**src/sm83_pkg.sv**
```systemverilog
// Shared types and constants of the SM83 subset executor.
package sm83_pkg;

  localparam int unsigned AddrBits = 16;

  typedef enum logic [1:0] {
    ACT_PRELOAD = 2'd0,
    ACT_EXEC    = 2'd1,
    ACT_SETPC   = 2'd2,
    ACT_NONE    = 2'd3
  } action_e;

  typedef struct packed {
    action_e               action;
    logic [AddrBits-1:0]   address;
    logic [7:0]            data;
  } cmd_t;

  typedef struct packed {
    logic [15:0] prog_counter;
    logic [15:0] stack_ptr;
    logic [7:0]  accum;
    logic [15:0] pair_bc;
    logic [15:0] pair_de;
    logic [15:0] pair_hl;
    logic [3:0]  flag_bits;
    logic [4:0]  cycles_taken;
    logic [31:0] total_cycles;
    logic        irq_enable;
    logic        halted_unknown;
  } res_t;

  typedef enum logic [2:0] {
    ST_IDLE,
    ST_OP,
    ST_IMM1,
    ST_IMM2,
    ST_RDDATA,
    ST_WR2,
    ST_DONE
  } exec_state_e;

  localparam logic [15:0] HighPage = 16'hff00;
  localparam logic [3:0]  FlagZ = 4'h8;
  localparam logic [3:0]  FlagN = 4'h4;
  localparam logic [3:0]  FlagH = 4'h2;
  localparam logic [3:0]  FlagC = 4'h1;

  // Instruction length in bytes.
  function automatic logic [1:0] op_len(input logic [7:0] op);
    logic [1:0] l;
    l = 2'd1;
    case (op)
      8'h01, 8'h08, 8'h11, 8'h21, 8'h31, 8'hc3, 8'hea: l = 2'd3;
      8'h06, 8'h0e, 8'h10, 8'h16, 8'h1e, 8'h20, 8'h36, 8'h3e, 8'he0, 8'hf0,
      8'hfe: l = 2'd2;
      default: l = 2'd1;
    endcase
    return l;
  endfunction

  function automatic logic op_known(input logic [7:0] op);
    logic k;
    k = 1'b0;
    if (op <= 8'h17) k = 1'b1;
    case (op)
      8'h1e, 8'h20, 8'h21, 8'h22, 8'h31, 8'h32, 8'h36, 8'h3e, 8'haf, 8'hc3,
      8'he0, 8'hea, 8'hf0, 8'hf3, 8'hfe: k = 1'b1;
      default: ;
    endcase
    return k;
  endfunction

endpackage

```
**src/sm83_front.sv**
```systemverilog
// Input stage and command queue that decouples accepting from executing.
module sm83_front import sm83_pkg::*; (
  input  logic                clk_i,
  input  logic                rst_ni,
  input  logic                push,
  output logic                full,
  input  logic [1:0]          action_i,
  input  logic [AddrBits-1:0] address_i,
  input  logic [7:0]          data_i,
  output logic                cmd_valid_o,
  output cmd_t                cmd_o,
  input  logic                cmd_take_i
);

  localparam int unsigned Depth = 4;
  localparam int unsigned PtrBits = $clog2(Depth);

  cmd_t                 queue_q [Depth];
  logic [PtrBits-1:0]   wptr_q, rptr_q;
  logic [PtrBits:0]     count_q, count_d;
  logic                 wr_en, rd_en;

  assign full = (count_q == (PtrBits+1)'(Depth));
  // Undefined actions are dropped here and never reach the back end.
  assign wr_en = push && !full && (action_i != ACT_NONE);
  assign cmd_valid_o = (count_q != '0);
  assign rd_en = cmd_take_i && cmd_valid_o;
  assign cmd_o = queue_q[rptr_q];

  always_comb begin
    count_d = count_q;
    if (wr_en && !rd_en) count_d = count_q + 1'b1;
    else if (!wr_en && rd_en) count_d = count_q - 1'b1;
  end

  always_ff @(posedge clk_i or negedge rst_ni) begin
    if (!rst_ni) begin
      wptr_q  <= '0;
      rptr_q  <= '0;
      count_q <= '0;
    end else begin
      count_q <= count_d;
      if (wr_en) wptr_q <= wptr_q + 1'b1;
      if (rd_en) rptr_q <= rptr_q + 1'b1;
    end
  end

  always_ff @(posedge clk_i) begin
    if (wr_en) queue_q[wptr_q] <= '{action: action_e'(action_i), address: address_i,
                                    data: data_i};
  end

endmodule

```
**config.mk**
```make
export PLATFORM = sky130hd
export DESIGN_NAME = sm83_front
export DESIGN_NICKNAME = d
export VERILOG_FILES = /design/src/sm83_pkg.sv /design/src/sm83_front.sv
export SDC_FILE = /design/constraint.sdc
export NUM_CORES = 1
export LEC_CHECK = 0
export BUFFER_PORTS_ARGS = -buffer_cell sky130_fd_sc_hd__clkbuf_2
export CORE_ASPECT_RATIO = 0.7
export CORE_MARGIN = 2
export CORE_UTILIZATION = 29
export CTS_CLUSTER_DIAMETER = 100
export CTS_CLUSTER_SIZE = 40
export DETAILED_ROUTE_END_ITERATION = 6
export GPL_ROUTABILITY_DRIVEN = 0
export MAX_ROUTING_LAYER = met4
export PLACE_DENSITY_LB_ADDON = 0.25
export SLEW_MARGIN = 25
export SYNTH_ARGS = -nofsm -noshare
export SYNTH_HDL_FRONTEND = slang
export SYNTH_SLANG_ARGS = --single-unit
```
**constraint.sdc**
```tcl
create_clock -name clk_i -period 1.9 [get_ports clk_i]
set_input_delay 0.19 -clock clk_i [delete_from_list [all_inputs] [get_ports clk_i]]
set_output_delay 0.19 -clock clk_i [all_outputs]
set_load 0.05 [all_outputs]
```
==> key figures <==
Outcome
  • Status: complete, but fails checks
  • Failing checks: setup timing

Synth
  • Netlist cell types: 19
  • Number of synthesized flops with an enable pin: ~100
  • Yosys warns: 0
  • Top cells by area, synth: edfxtp_1 75%, mux4_2 14%, dfrtp_1 4.2%
  • Avg Inst Size Synth: 24.5 µm²
  • Syn nets: roughly 210
  • Flops & latches, synth: 111
  • Dominant synthesized flop cell: edfxtp_1
  • Async SR Flop Fraction: under 10%
  • Sequential fraction of the synthesis area: between 70% and 80%
  • Post-synthesis cell count: about 170
  • Largest area contributor in the netlist: edfxtp_1
  • Share of the synthesized area in the top cell type: 74.5%
  • Cell area after synthesis: 4190 µm²

Power
  • Combinational power share: a little under half
  • P_int: 0.00605 W
  • Reg power frac: 34.3%
  • Cell leakage power: 1.91 nW
  • Clock power share: 17.9%
  • Psw: 0.00348 W
  • Worst vdd rail ir drop: 0.000793 V
  • Pwr dens: between 1500 and 2000 nW/µm²
  • Sw Ratio: a little over a third
  • Final Power: 0.00953 W

Timing
  • Worst setup margin: -0.0367 ns
  • Worst-margin pin slew: roughly 0.44 ns
  • F_max: 0.516 GHz
  • Unrepaired setup endpoints after global routing: yes
  • Rel. slew slack: 70.8%
  • Final min period: approximately 1.9 ns
  • Crit share post-route: 102%
  • Skew final: 0.00455 ns
  • Final setup vio count: 11
  • Slew Viols, Final: 0
  • Final-report hold violation count: 0

Placed design
  • Dpl cells: 428
  • Port Buffers: 57
  • Worst slack, placed: -0.118 ns
  • Area after DPL: about 4900 µm²
  • Post-detail-place hpwl: around 4.6 mm

CTS
  • CTS sink count: 111
  • H-tree levels: 3
  • Clock root buffer master: clkbuf_16
  • Clk Latency, worst-skew pair: approximately 0.34 ns
  • CTS buffer count: 9
  • Clk pin slew, worst setup/hold paths: ~0.070 ns
  • CTS tree: built
  • Max Root-Sink Buffers: 2

Drt
  • Drt wl/cell: about 17 µm
  • Vias per cell: approximately 4.3
  • Vias: 1920
  • Antenna violation net count after detailed routing: 0
  • Initial DRC Count: 87
  • Drt pass-1 iters: 4
  • Residual DRC count: 0
  • Post-Route WL: 7.63 mm

GRT
  • Total grt overflow: 0
  • Global-route wire length before repair: approximately 12 mm
  • Pin count of the biggest net entering global routing: 27
  • Antenna violations before repair: 0
  • Total GRT Usage: 10.8%
  • Vias in the first global route: slightly above 2000

Critical path
  • Crit-path most repeated cell: buf_12
  • CP startpoint kind: flip-flop
  • Buffers plus inverters on the worst setup path: 3
  • CP peak stage delay: 0.55 ns
  • WS Path Type: flip-flop to output port
  • Crit path to: cmd_o[13]
  • Crit path depth: 4
  • Critical-path top delay cell: mux4_2
  • Register-to-Register Path Depth: 8
  • Worst r2r src: count_q[2]
  • Crit path DAT: 1.75 ns
  • CP cell instances: buf_12 -> buf_16 -> mux4_2 -> buf_12
  • CP startpoint: rptr_q[0]
  • Delay-heaviest family, CP: multiplexers
  • Worst Setup End Kind: output port
  • CP required: about 1.7 ns
  • R2R Path End: count_q[2]
  • R2r setup slk: 0.04 ns
  • Critical path peak fanout: 8

Die
  • Core Footprint: around 14000 µm²
  • Starting Density: between 20% and 30%
  • IO Count: 58
  • Die ar.: 15400 µm²
  • Die Y: 105 µm
  • Core Rows: 36
  • Die width: 148 µm

Final layout
  • # fillers: 1272
  • Final nets: around 290
  • Final instance area: 5450 µm²
  • Share of layout cells above drive strength 1: 51.7%
  • Area growth syn-to-layout: 30.1%
  • N_diodes: 0
  • Final cell count without fillers: 451

Flow run
  • Max_cap viols: 0

Hold path
  • Hold WC Path Type: primary input to flip-flop
  • Worst Hold Path Cells: 1
  • Worst hold start: data_i[6]
sequential cells by signal, summed over array words and instances, names as in the netlist:
signal and count:
count_q 3, queue_q 104, rptr_q 2, wptr_q 2
how the worst min path moves through the flow:
| stage | end | slack, ns |
|---|---|---|
| after floorplan | count_q[0] | -0.11 |
| after global placement | count_q[2] | 0.05 |
| after detailed placement | count_q[2] | 0.05 |
| after CTS | queue_q[2][6] | 0.05 |
| after global routing | queue_q[2][9] | 0.06 |
| final | queue_q[2][6] | 0.07 |
cells in the final DEF, fill, tap and decap left out:
cell             n
nor2_1           1
dfrtp_2          2
ha_1             4
clkbuf_2        31
or3_4            1
mux4_2          26
dfrtp_1          5
buf_2            5
inv_2            1
clkinvlp_4       2
xor2_1           2
nand2_4          1
mux2_4           2
ha_4             1
a211oi_4         1
and2_4           4
nor3b_4          1
clkinv_4         1
buf_12           8
dlygate4sd3_1    1
buf_16           2
clkinv_1         1
inv_1            3
clkbuf_16        9
buf_8           13
fa_2             1
edfxtp_1       104
xnor2_1          4
inv_6            2
nand3_1          1
buf_4           18
clkbuf_4         3
cell usage after synthesis, drive strengths merged, types with 2 or more instances:
master	instances
and2	4
buf	6
dfrtp	7
edfxtp	104
ha	5
inv	4
mux2	2
mux4	26
xnor2	4
xor2	2
area by class of cell:
cell class / count / area [µm²] / area share [%]
sequential: 111 / 3300 / 60.5
timing repair buffer: 81 / 758 / 13.9
clock inverter: 6 / 45.0 / 0.826
tap: 190 / 238 / 4.36
clock buffer: 9 / 225 / 4.13
inverter: 4 / 15.0 / 0.275
multi-input combinational: 50 / 871 / 16.0
through the flow:
stage | utilization, % | TNS [ns] | hold slack, ns
after floorplan | - | -0.467 | -0.106
after global placement | 35.0 | -2.77 | 0.0463
after detailed placement | 35.0 | -5.41 | 0.0487
after CTS | 38.8 | -8.46 | 0.0538
after global routing | 38.9 | -1.17 | 0.0575
final | 38.9 | -0.181 | 0.0671
cells by family after synthesis:
group	synth area share, %
fa+ha+maj	1.97
mux	14.6
buf+inv	1.52
compound gates	0.478
flops	78.7
simple gates	1.49
xor+xnor	1.25
worst register-to-register path, cell delays in order (launching register included):
cell	delay, ns
dfrtp_1	0.39
or3_4	0.41
nand2_4	0.08
ha_4	0.14
inv_2	0.04
fa_2	0.33
xor2_1	0.14
nor2_1	0.12
xor2_1	0.14
routing by layer:
metal  vias to the layer above  GRT usage [%]  wire, µm
met1                       990           12.7      3200
met3                         7           5.07       515
li1                        877              -         -
met2                        46           17.2      3870
met4                         0           2.13        36
met5                         -              -         0
what timing repair did:
action,in CTS,in global routing
endpoints found under the setup margin,128,104
pin swaps,3,4
resized for setup,34,21
cloned,2,0
hold endpoints to repair,7,0
hold buffers,1,0
setup buffers,5,0
power by group through the flow:
stage,clock network (W),logic (W),registers (W)
finish,0.00171,0.00456,0.00327
global route,0.00187,0.00480,0.00330
CTS,0.00176,0.00451,0.00328
detailed placement,0,0.00389,0.00333
global placement,0,0.00387,0.00331
floorplan,0,0.00274,0.00329
Note: power is estimated with default switching activity, not from simulation.
